`src/kpcss_pkg.sv`:
```
// Package for the serial keypad controller.
// Holds the beat kinds, frame constants and the frame assembly function.
// Depends on nothing; the interface, pad and top-level files and the testbench import it.
package kpcss_pkg;

   localparam int unsigned FrameBits = 32;
   localparam int unsigned ButtonsW  = 27;
   localparam int unsigned PadW      = 4;

   // Kind of a request beat.
   typedef enum logic {
      REQ_LATCH = 1'b0,
      REQ_READ  = 1'b1
   } req_kind_type;

   // Live direction buttons handed to the pad resolver.
   typedef struct packed {
      logic right;
      logic left;
      logic down;
      logic up;
   } dir_type;

   // Frame image after reset: empty snapshot and pad, signature 1,0,1,1 in place.
   localparam logic [FrameBits-1:0] ResetFrame = 32'h0000_D000;

   // Builds the 32-bit serial frame, bit 0 is shifted out first.
   function automatic logic [FrameBits-1:0] frame_word(
      input logic [ButtonsW-1:0] snap,
      input logic [PadW-1:0]     pad
   );
      logic [FrameBits-1:0] f;
      f[3:0]   = snap[3:0];
      f[7:4]   = pad;
      f[11:8]  = snap[11:8];
      f[15:12] = 4'b1101;
      f[29:16] = snap[25:12];
      f[30]    = 1'b0;
      f[31]    = snap[26];
      return f;
   endfunction

endpackage

```
`src/kpcss_if.sv`:
```
// Valid/ready channel interfaces for request and response beats.
// Depends on kpcss_pkg for the field widths.
interface kpcss_req_if import kpcss_pkg::*; ();
   logic                valid;
   logic                ready;
   logic                req_type;
   logic                latch_level;
   logic [ButtonsW-1:0] buttons;

   modport source (output valid, output req_type, output latch_level, output buttons,
                   input ready);
   modport sink   (input valid, input req_type, input latch_level, input buttons,
                   output ready);
endinterface

interface kpcss_rsp_if ();
   logic valid;
   logic ready;
   logic data_bit;

   modport source (output valid, output data_bit, input ready);
   modport sink   (input valid, input data_bit, output ready);
endinterface

```
`src/kpcss_cell.sv`:
```
// One cell of the serial frame chain: a single stored bit that can be
// loaded in parallel or take its neighbor's bit. Depends on nothing.
module kpcss_cell #(
   parameter logic RstBit = 1'b0
) (
   input  logic clock,
   input  logic reset,
   input  logic load,
   input  logic shift,
   input  logic load_bit,
   input  logic shift_in,
   output logic q
);

   logic bit_ff;
   logic bit_in;

   always_comb begin
      bit_in = bit_ff;
      if (load) begin
         bit_in = load_bit;
      end else if (shift) begin
         bit_in = shift_in;
      end
   end

   always_ff @(posedge clock) begin
      if (reset) begin
         bit_ff <= RstBit;
      end else begin
         bit_ff <= bit_in;
      end
   end

   assign q = bit_ff;

endmodule

```
`src/kpcss_pad.sv`:
```
// Direction pad resolver: keeps the latched directions and the two
// conflict-hold flags. Depends on kpcss_pkg.
module kpcss_pad import kpcss_pkg::*; (
   input  logic            clock,
   input  logic            reset,
   input  logic            update,
   input  dir_type         dir,
   output logic [PadW-1:0] pad_next
);

   logic [PadW-1:0] pad_ff;
   logic [PadW-1:0] pad_in;
   logic            vhold_ff;
   logic            vhold_in;
   logic            hhold_ff;
   logic            hhold_in;

   always_comb begin
      pad_in   = pad_ff;
      vhold_in = vhold_ff;
      hhold_in = hhold_ff;
      // An opposing pair swaps the previous pair once, then holds it.
      if (!(dir.up && dir.down)) begin
         vhold_in   = 1'b0;
         pad_in[1:0] = {dir.down, dir.up};
      end else if (!vhold_ff) begin
         vhold_in   = 1'b1;
         pad_in[1:0] = {pad_ff[0], pad_ff[1]};
      end
      if (!(dir.left && dir.right)) begin
         hhold_in   = 1'b0;
         pad_in[3:2] = {dir.right, dir.left};
      end else if (!hhold_ff) begin
         hhold_in   = 1'b1;
         pad_in[3:2] = {pad_ff[2], pad_ff[3]};
      end
   end

   always_ff @(posedge clock) begin
      if (reset) begin
         pad_ff   <= '0;
         vhold_ff <= 1'b0;
         hhold_ff <= 1'b0;
      end else if (update) begin
         pad_ff   <= pad_in;
         vhold_ff <= vhold_in;
         hhold_ff <= hhold_in;
      end
   end

   assign pad_next = pad_in;

endmodule

```
`src/keypad_controller_serial_shifter.sv`:
```
// Top level of the serial latch-and-shift keypad controller.
// Depends on kpcss_pkg, kpcss_if, kpcss_cell and kpcss_pad.
//
// This block models a game pad with an extra numeric keypad as seen on its
// serial latch and data lines. Each request beat is either a latch-line
// write or a data-line read, and every beat carries the live state of all
// 27 buttons. A falling latch captures the buttons, resolves opposing
// direction pairs and loads the 32-bit frame in parallel into a chain of 32
// one-bit cells. Every read with the latch low takes the bit at the head of
// the chain and moves each cell's bit one place toward the head, while a 1
// enters at the tail, so that once the frame is out every further read
// returns 1. With the latch high a read returns the live B button and the
// chain holds still. A latch write at the level already held does nothing.
// Latch writes produce no response beat; every read produces exactly one.
// The block takes one request beat per clock cycle while not stalled, and a
// read's response beat is registered in the cycle after it is accepted. The
// request side stalls only while the output register holds a beat that the
// sink has not yet taken, so with a ready sink reads stream at full rate.
module keypad_controller_serial_shifter import kpcss_pkg::*; (
   input  logic        clock,
   input  logic        reset,
   kpcss_req_if.sink   req,
   kpcss_rsp_if.source rsp
);

   logic                 latch_ff;
   logic                 rsp_valid_ff;
   logic                 rsp_data_ff;
   logic                 req_fire;
   logic                 is_read;
   logic                 latch_fall;
   logic                 latch_chg;
   logic                 chain_shift;
   logic [FrameBits-1:0] cell_q;
   logic [FrameBits-1:0] load_word;
   logic [PadW-1:0]      pad_next;
   dir_type              dir;

   // Output register frees up when the sink takes its beat.
   assign req.ready  = !rsp_valid_ff || rsp.ready;
   assign req_fire   = req.valid && req.ready;
   assign is_read    = (req.req_type == REQ_READ);
   assign latch_chg  = req_fire && !is_read && (req.latch_level != latch_ff);
   assign latch_fall = latch_chg && !req.latch_level;
   // Reads with the latch low move the frame one place toward the head.
   assign chain_shift = req_fire && is_read && !latch_ff;

   assign dir.up    = req.buttons[4];
   assign dir.down  = req.buttons[5];
   assign dir.left  = req.buttons[6];
   assign dir.right = req.buttons[7];

   kpcss_pad u_pad (
      .clock    (clock),
      .reset    (reset),
      .update   (latch_fall),
      .dir      (dir),
      .pad_next (pad_next)
   );

   assign load_word = frame_word(req.buttons, pad_next);

   // The chain of cells; cell 0 is the head, and the tail fills with ones.
   for (genvar i = 0; i < FrameBits; i++) begin : g_cell
      logic nbr;
      if (i == FrameBits - 1) begin : g_tail
         assign nbr = 1'b1;
      end else begin : g_body
         assign nbr = cell_q[i+1];
      end
      kpcss_cell #(
         .RstBit (ResetFrame[i])
      ) u_cell (
         .clock    (clock),
         .reset    (reset),
         .load     (latch_fall),
         .shift    (chain_shift),
         .load_bit (load_word[i]),
         .shift_in (nbr),
         .q        (cell_q[i])
      );
   end

   always_ff @(posedge clock) begin
      if (reset) begin
         latch_ff     <= 1'b0;
         rsp_valid_ff <= 1'b0;
         rsp_data_ff  <= 1'b0;
      end else begin
         if (latch_chg) begin
            latch_ff <= req.latch_level;
         end
         if (req_fire && is_read) begin
            rsp_valid_ff <= 1'b1;
            // Latched reads see the live B button, otherwise the chain head.
            rsp_data_ff  <= latch_ff ? req.buttons[0] : cell_q[0];
         end else if (rsp.ready) begin
            rsp_valid_ff <= 1'b0;
         end
      end
   end

   assign rsp.valid    = rsp_valid_ff;
   assign rsp.data_bit = rsp_data_ff;

`ifndef ASSERT_OFF
   // A read always leaves a response beat waiting in the output register.
   a_read_gives_beat: assert property (@(posedge clock) disable iff (reset)
      req_fire && is_read |=> rsp_valid_ff)
      else $error("read did not produce a response beat");

   // A latch write never creates a response beat.
   a_latch_no_beat: assert property (@(posedge clock) disable iff (reset)
      req_fire && !is_read |=> !$rose(rsp_valid_ff))
      else $error("latch write produced a response beat");

   // While the latch is high the frame chain moves only on a falling latch.
   a_chain_held: assert property (@(posedge clock) disable iff (reset)
      latch_ff && !latch_fall |=> $stable(cell_q))
      else $error("frame chain changed while latched");

   // After a shifting read the tail cell holds a one.
   a_tail_fill: assert property (@(posedge clock) disable iff (reset)
      chain_shift |=> cell_q[FrameBits-1])
      else $error("tail cell not filled with one");
`endif

endmodule

```
`src/flat_wrapper.sv`:
```
// flat-port wrapper written by rule: the top's interface ports become plain ports
module keypad_controller_serial_shifter_flat import kpcss_pkg::*;
  (clock, reset, req_valid, req_req_type, req_latch_level, req_buttons, req_ready, rsp_valid, rsp_data_bit, rsp_ready);
  kpcss_req_if req_i ();
  kpcss_rsp_if rsp_i ();
  input  logic clock;
  input  logic reset;
  input wire logic [$bits(req_i.valid)-1:0] req_valid;
  input wire logic [$bits(req_i.req_type)-1:0] req_req_type;
  input wire logic [$bits(req_i.latch_level)-1:0] req_latch_level;
  input wire logic [$bits(req_i.buttons)-1:0] req_buttons;
  output wire logic [$bits(req_i.ready)-1:0] req_ready;
  output wire logic [$bits(rsp_i.valid)-1:0] rsp_valid;
  output wire logic [$bits(rsp_i.data_bit)-1:0] rsp_data_bit;
  input wire logic [$bits(rsp_i.ready)-1:0] rsp_ready;
  assign req_i.valid = req_valid;
  assign req_i.req_type = req_req_type;
  assign req_i.latch_level = req_latch_level;
  assign req_i.buttons = req_buttons;
  assign req_ready = req_i.ready;
  assign rsp_valid = rsp_i.valid;
  assign rsp_data_bit = rsp_i.data_bit;
  assign rsp_i.ready = rsp_ready;
  keypad_controller_serial_shifter u_core (.clock(clock), .reset(reset), .req(req_i), .rsp(rsp_i));
endmodule
```
`config.mk`:
```
export PLATFORM = sky130hd
export DESIGN_NAME = keypad_controller_serial_shifter_flat
export DESIGN_NICKNAME = d
export VERILOG_FILES = /design/src/kpcss_pkg.sv /design/src/kpcss_if.sv /design/src/kpcss_cell.sv /design/src/kpcss_pad.sv /design/src/keypad_controller_serial_shifter.sv /design/src/flat_wrapper.sv
export SDC_FILE = /design/constraint.sdc
export NUM_CORES = 1
export LEC_CHECK = 0
export BUFFER_PORTS_ARGS = -buffer_cell sky130_fd_sc_hd__buf_2
export CAP_MARGIN = 20
export CORE_ASPECT_RATIO = 1.1
export CORE_MARGIN = 2
export CORE_UTILIZATION = 50
export CTS_CLUSTER_DIAMETER = 150
export DETAILED_ROUTE_END_ITERATION = 12
export GPL_TIMING_DRIVEN = 0
export HOLD_SLACK_MARGIN = 0.03
export PLACE_DENSITY_LB_ADDON = 0.08
export SLEW_MARGIN = 20
export SYNTH_ARGS = -nofsm -noshare
export SYNTH_HDL_FRONTEND = slang
export SYNTH_HIERARCHICAL = 1
export SYNTH_SLANG_ARGS = --single-unit
```
`constraint.sdc`:
```
create_clock -name clock -period 14.2 [get_ports clock]
set_clock_uncertainty 0.1 [all_clocks]
set_input_delay 4.26 -clock clock [delete_from_list [all_inputs] [get_ports clock]]
set_output_delay 4.26 -clock clock [all_outputs]
set_load 0.02 [all_outputs]
```
---- Yosys cells after proc, flatten, opt, wreduce, memory -nomap -nowiden ----
Cells that the tools add are included.
cells by class
  $add $sub $neg .......................... 0
  multipliers ............................. 0
  div/mod/pow operators ................... 0
  magnitude comparators ................... 0
  equality and inequality tests ........... 1
  shifts and indexed selects .............. 0
  muxes and demuxes ....................... 63
  bitwise logic cells ..................... 0
  reductions and logical operators ........ 16
operators with widths
  kind               count
  $mux 1             59
  $logic_and 1x1->1  8
  $mux 2             4
  $logic_not 1->1    4
  $reduce_bool 2->1  2
  $reduce_or 2->1    1
  $logic_or 1x1->1   1
  $ne 1x1->1         1
word-level totals
  flip-flop bits (word level) ............. 41
  latch bits .............................. 0
  memory bits (writable) .................. 0
  bits in read-only memories .............. 0
  bits of input ports ..................... 33
  output and inout bits ................... 3
  memories ................................ 0

---- Logic depth before layout (Yosys ltp) ----
Gate-level depths: netlist of the first run.
  depth in word-level cells ............... 7
  mapped depth ............................ 7
  depth with buffers taken out ............ 5

---- Cells and area by module ----
The synthesis of the first run kept the hierarchy.
modules (own cells, without submodules)
  module                                      instances  cells an instance  area an instance (µm²)  sequential area each (µm²)
  kpcss_cell at u_core.g_cell[0].u_cell ...   29         5                  52.6                    20.0
  kpcss_pad                                   1          43                 420.4                   120.1
  keypad_controller_serial_shifter            1          21                 177.7                   60.1
  kpcss_cell at u_core.g_cell[12].u_cell ...  3          5                  46.3                    20.0

---- Least setup slack after synthesis of the first run ----
No wires, ideal clock.
  path type ............................... input-to-reg
  start point ............................. in rsp_ready
  end point ............................... reg u_core.u_pad.pad_ff[2]
  library setup time ...................... 0.134 ns
  arrival time ............................ 9.373 ns
  setup slack ............................. 4.593 ns
  stages .................................. 7
  path buffers ............................ 2
  cells stage by stage .................... nand2b_4 > buf_6 > nand2_1 > nor4_1 > buf_2 > nor4bb_1 > a2111oi_2
between the ends
  longest elaborated chain between the ends .. 5
ends and longest elaborated chain
  item                            RTL line                                RTL
  start: declaration              flat_wrapper.sv:15                      input wire logic [$bits(rsp_i.ready)-1:0] rsp_ready;
  $logic_or 1x1->1                keypad_controller_serial_shifter.sv:40  assign req.ready = !rsp_valid_ff || rsp.ready;
  named net req_ready             flat_wrapper.sv:12                      output wire logic [$bits(req_i.ready)-1:0] req_ready;
  $logic_and 1x1->1               keypad_controller_serial_shifter.sv:41  assign req_fire = req.valid && req.ready;
  $logic_and 1x1->1 (2 in a row)  keypad_controller_serial_shifter.sv:43  assign latch_chg = req_fire && !is_read && (req.latch_level != latch_ff);
  $logic_and 1x1->1               keypad_controller_serial_shifter.sv:44  assign latch_fall = latch_chg && !req.latch_level;
  named net u_core.latch_fall     keypad_controller_serial_shifter.sv:31  logic latch_fall;
  end signal: assignment          kpcss_pad.sv:45                         pad_ff <= pad_in;
  end: declaration                kpcss_pad.sv:11                         logic [PadW-1:0] pad_ff;
The timed path passes the listed nets, and every way through them passes these cells.
A chain may end at the register's enable or synchronous reset.

---- Worst setup path in the final report of the first run ----
  start point ............................. in rsp_ready
  end point ............................... out req_ready
between the ends
  longest elaborated chain between the ends .. 1
ends and longest elaborated chain
  item              RTL line
  $logic_or 1x1->1  keypad_controller_serial_shifter.sv:40
  end: declaration  flat_wrapper.sv:12
Every way passes these cells.

==> impl_metrics.ini, run 1 <==
[outcome]
status = completed

[critical_path]
crit_slowest_cell = buf_2
cp-end-kind = primary output
cp.arrival_ns = 4.76
critPathKind = in2out
crit_path_cell_trace = buf_2 > nand2b_4 > buf_6 > buf_2
crit_top_cell = buf_2
startpoint_type = input port
required_ns = 9.84
reg2reg_from = u_core/latch_ff$_SDFFE_PP0P_
cp_slowest_stage_delay_ns = 0.15
path_max_fanout = 8
crit_start = rsp_ready

[clocking]
clk_pin_slew_ns = 0.07
h-tree-depth = 2
cts_buffers = 5
cts.repair.resized = 0
cts_hold_buf = 0
post_cts_buffers = 0
tritoncts = done
clockBufferDepth = 2
cts-root-buf = clkbuf_8
cts.sinks = 41
insertion_delay_ns = 0.28

[timing]
tns_ns = 0
post-route-period-util = 0.642
drv_slew = 0
finalSetupViolations = 0
max_freq_ghz = 0.110
min_period_ns = 9.12
max_slew_margin = 0.598
hold_violations = 0
tightestPinTransition_ns = 0.603
rsz0062_at_grt = false

[yosys]
yosysWarnings = 6
synth_cells = 224
yosys.area.top_type = dfxtp_1
ys_seq_elements = 41
synth_area_um2 = 2260
syn-mean-instance-area_um2 = 10.1
synth_cell_types = 26
synth.top_cell.area_share = 0.363
ys_seq_area_frac = 0.363
synthTopCellsByArea = dfxtp_1 (36%), mux2i_1 (16%), a211oi_2 (16%)

[flow_run]
drv_cap = 0

[floorplan]
die_area_um2 = 5080
die_w_um = 68.1
num_rows = 25
core_area_um2 = 4320
chipHeight_um = 74.5
top_level_ports = 36
initial_core_util = 0.524

[global_routing]
grt_pass1_wl_mm = 6.31
overflow = 0
grt_usage = 0.164
antenna_found_initial = 0
first_global_vias = 1578
grt_max_degree = 24

[detailed_routing]
wl_per_cell_um = 11.3
drt_first_pass_iters = 4
wirelength_mm = 3.77
drtAntennaViolNets = 0
dr.first_iter.drc_count = 46
route.detailed.drc = 0
vias = 1685
via_per_inst = 5.04

[pwr]
vdd_ir_drop_max_uv = 52.1
switching_share = 0.235
p_int_mw = 0.165
combPwrFrac = 0.117
p_leak_nw = 0.953
clkPwrFrac = 0.330
switchingPower_mw = 0.0508
power.density_nw_per_um2 = 80.0
total_power_mw = 0.216
power_frac_seq = 0.554

[min_path]
worstHoldStart = u_core/u_pad/pad_ff[1]$_SDFFE_PP0P_
hp-class = reg2reg

[cells_and_area]
drive_gt1_frac = 0.329
insertedDiodeCount = 0
area_delta_synth_final_pct = 19.4
fillers = 392
final_nets = 312

[place]
port_buffers = 35
globalplace.congestion = 0.665
hpwlAfterDp_mm = 2.82
## path summary, 6_finish.rpt
path / to / slack [ns] / depth (start not counted)
min reg2reg: u_core/u_pad/pad_ff[1]$_SDFFE_PP0P_ / 0.41 / 2
max: req_ready / 5.08 / 4
min: u_core/u_pad/pad_ff[1]$_SDFFE_PP0P_ / 0.41 / 2
max reg2reg: u_core/u_pad/pad_ff[3]$_SDFFE_PP0P_ / 11.91 / 7
## routing by layer
metal	track usage	vias to the layer above	wire length (µm)
li1	-	888	-
met1	0.174	765	1630
met2	0.301	25	1940
met3	0.0363	7	142
met4	0.0800	0	64
met5	0	-	0
## cell usage after synthesis (all sizes together)
cell / instances
a2111oi: 4
a211oi: 29
a21bo: 4
a21boi: 4
a21oi: 7
a31o: 1
a31oi: 1
buf: 4
conb: 2
dfxtp: 41
inv: 35
mux2i: 37
nand2: 1
nand2b: 3
nand3: 3
nand4: 2
nor2: 4
nor2b: 33
nor3b: 4
nor4: 1
nor4bb: 4
## per-stage QoR
stage	setup slack [ns]	hold slack (ns)	area [µm²]	std cells	util
after global placement	2.04	0.396	2520	317	0.583
final	5.08	0.408	2700	334	0.626
after detailed placement	5.08	0.400	2620	326	0.607
after global routing	5.06	0.441	2700	334	0.626
after floorplan	4.59	0.368	2280	228	-
after CTS	5.08	0.411	2700	334	0.626
## final cells by class
| class | count | area [µm²] | area share |
|---|---|---|---|
| multi-input cells | 148 | 1310 | 0.485 |
| plain buffers | 4 | 28.8 | 0.0107 |
| well taps | 54 | 67.6 | 0.0250 |
| clock buffers | 8 | 80.1 | 0.0297 |
| inverters | 35 | 131 | 0.0487 |
| flip-flops and latches | 41 | 821 | 0.304 |
| repair buffers | 44 | 263 | 0.0973 |
## flip-flops by register name (all words and copies together), names as in the netlist
| register | count |
|---|---|
| u_core/g_cell.u_cell/q | 32 |
| u_core/u_pad/pad_ff | 4 |
| u_core/latch_ff | 1 |
| u_core/rsp.data_bit | 1 |
| u_core/rsp.valid | 1 |
| u_core/u_pad/hhold_ff | 1 |
| u_core/u_pad/vhold_ff | 1 |
## cell usage in the layout, fill, tap and decap left out, types with 2 or more instances in the layout
cell	Yosys	layout
a211oi_2	29	29
nor2b_1	33	33
nand3_1	3	3
nor3b_1	4	4
dfxtp_1	41	41
conb_1	2	6
a21bo_1	2	2
nand4_1	2	2
a21bo_2	2	2
nor4bb_1	4	4
buf_2	2	42
clkbuf_1	0	3
a21oi_1	6	6
mux2i_1	37	37
a21boi_0	4	4
a2111oi_2	4	4
inv_1	35	35
nor2_1	4	3
clkbuf_8	0	5
buf_4	1	3
nand2b_1	2	2
## critical path, delay by kind of cell
family,cells,cell delay [ns]
and+or+nand+nor,1,0.13
buffers and inverters,3,0.37
## power groups by stage
stage	logic [mW]	registers, mW	clock network, mW
4_1_cts	0.0256	0.120	0.0744
2_1_floorplan	0.0139	0.122	0
3_5_place_dp	0.0256	0.122	0
6_report	0.0252	0.120	0.0712
5_1_grt	0.0277	0.120	0.0788
3_3_place_gp	0.0247	0.122	0
## logic make-up (layout without fill, tap and decap cells)
logic type / Yosys count / after routing / share of synthesized area
AO/OA/AOI/OAI: 50 / 50 / 0.242
other: 2 / 6 / 0.00332
AND/OR/NAND/NOR: 55 / 55 / 0.157
flip-flops: 41 / 41 / 0.363
multiplexers: 37 / 37 / 0.164
buffers and inverters: 39 / 91 / 0.0708
(Power assumes the default switching activity.)
==> inputs of run 2 (changes only) <==
Settings changed: ABC_AREA set to 1.
Clock period 14.2 ns to 8.5 ns, I/O delays scaled along.
==> run 2 against run 1 <==
Register-to-register slack worse by 5.3 ns. Sequential cell count stayed put. Via count is 21% higher. Sequential power is 67% higher.
==> impl_metrics.ini, run 2 <==
[outcome]
status = completed

[timing]
tightestPinTransition_ns = 0.652
min_period_ns = 5.61
hold_violations = 0
max_freq_ghz = 0.178
drv_slew = 0
post-route-period-util = 0.660
max_slew_margin = 0.565
finalSetupViolations = 0
tns_ns = 0
rsz0062_at_grt = false

[cells_and_area]
largest_reg_flops = 32
layout_common_cells = nand2_1 (89), nor2_1 (88), inv_1 (84)
insertedDiodeCount = 0
drive_gt1_frac = 0.119
area_delta_synth_final_pct = 18.2
final_nets = 445
fin_cells = 467
post-route-util = 0.612
layout_commonest_cell = nand2_1

[critical_path]
critPathKind = in2out
crit_slowest_cell = buf_2
reg2reg_from = u_core/rsp.valid$_SDFFE_PP0P_
cp.arrival_ns = 2.96
required_ns = 5.85
worst-path-buf-inv = 3
path_delay_family = buffers and inverters
startpoint_type = input port
crit_top_cell = buf_2
path_max_fanout = 3
crit_path_cell_trace = buf_2 > inv_1 > nand2_2 > buf_2
cp_slowest_stage_delay_ns = 0.16
cp-end-kind = primary output
crit_start = rsp_ready

[global_routing]
grt_max_degree = 39
grt_usage = 0.188
first_global_vias = 1773
overflow = 0
grt_pass1_wl_mm = 7.04
antenna_found_initial = 0

[yosys]
synthTopCellsByArea = dfxtp_1 (37%), nand2_1 (15%), nor2_1 (15%)
ys_async_sr_fraction = 0
ys_seq_area_frac = 0.373
synth-edff-count = 0
syn-mean-instance-area_um2 = 6.04
yosys.area.top_type = dfxtp_1
synth_area_um2 = 2200
yosysWarnings = 6
synth_cell_types = 16
synth.top_cell.area_share = 0.373
synth_cells = 365
synth_common_cells = nand2_1 (89), nor2_1 (89), inv_1 (85)
ys_seq_elements = 41
synth_ff_type = dfxtp_1

[detailed_routing]
via_per_inst = 4.38
vias = 2046
route.detailed.drc = 0
wl_per_cell_um = 8.69
drt_first_pass_iters = 4
drtAntennaViolNets = 0
dr.first_iter.drc_count = 93
wirelength_mm = 4.06

[pwr]
power.density_nw_per_um2 = 156
p_leak_nw = 1.30
total_power_mw = 0.406
vdd_ir_drop_max_uv = 94.9

[floorplan]
num_rows = 25
top_level_ports = 36
chipHeight_um = 73.6
die_w_um = 67.3
initial_core_util = 0.518
die_area_um2 = 4950
core_area_um2 = 4250

[clocking]
clockBufferDepth = 2
clk_pin_slew_ns = 0.08
h-tree-depth = 2
cts.repair.resized = 0
cts-root-buf = clkbuf_8
cts_hold_buf = 0
post_cts_buffers = 0
cts_buffers = 5
cts.sinks = 41
tritoncts = done
insertion_delay_ns = 0.30

[place]
port_buffers = 35
hpwlAfterDp_mm = 2.67
dp_cells = 459
globalplace.congestion = 0.721

[min_path]
hp-class = reg2reg
worstHoldStart = u_core/rsp.data_bit$_SDFFE_PP0P_

[flow_run]
drv_cap = 0
[run 2: cell count changes after synthesis, moves of 29 or more]
cell	previous run	this run
nand2_1	1	89
nor2b_1	33	0
o21bai_1	0	29
nor2_1	4	89
inv_1	35	85
mux2i_1	37	0
a211oi_2	29	0
[run 2: area by class of cell]
class	instances	area [µm²]
Buffer	1	11.3
Clock buffer	7	86.3
Clock inverter	1	30.0
Fill cell	432	1650
Inverter	85	319
Multi-Input combinational cell	242	1070
Sequential cell	41	821
Tap cell	54	67.6
Timing Repair Buffer	36	195
[run 2: tightest hold or removal path, delay by kind of cell, from the launching register on]
| family | cells | cell delay [ns] |
|---|---|---|
| simple gates | 1 | 0.06 |
| compound gates | 1 | 0.06 |
| flops | 1 | 0.31 |
[run 2: cells by family (layout without fill, tap and decap cells)]
logic type / Yosys count / after routing / share of synthesized area
and+or+nand+nor: 189 / 189 / 0.332
buffers and inverters: 86 / 130 / 0.150
DFF: 41 / 41 / 0.373
AOI/OAI and AO/OA: 47 / 47 / 0.143
other: 2 / 6 / 0.00341
[run 2: worst paths after layout]
check / to / slack [ns] / cells past startpoint
max reg2reg: u_core/g_cell[10].u_cell/q$_SDFFE_PP0P_ / 6.61 / 7
max: req_ready / 2.89 / 4
min: u_core/rsp.data_bit$_SDFFE_PP0P_ / 0.38 / 2
min reg2reg: u_core/rsp.data_bit$_SDFFE_PP0P_ / 0.38 / 2
[run 2: where the power goes]
group | switching (mW) | total (mW) | internal [mW]
sequential | 0.00275 | 0.200 | 0.197
combinational | 0.0245 | 0.0428 | 0.0183
clock | 0.0680 | 0.164 | 0.0958
total | 0.0953 | 0.406 | 0.311
[run 2: per-stage QoR]
stage	hold WS, ns	worst slack (ns)	instance area [µm²]
3_5_place_dp	0.374	2.89	2490
3_3_place_gp	0.348	2.15	2460
5_1_grt	0.404	2.84	2610
2_1_floorplan	0.392	3.12	2220
4_1_cts	0.384	2.89	2610
6_report	0.376	2.89	2610
[run 2: routing by layer]
metal / GRT usage / wire (µm) / part of all wire / vias to the layer above
li1: - / - / - / 1158
met1: 0.220 / 1890 / 0.47 / 846
met2: 0.309 / 1890 / 0.46 / 35
met3: 0.0551 / 191 / 0.047 / 7
met4: 0.0975 / 89 / 0.022 / 0
met5: 0 / 0 / 0 / -
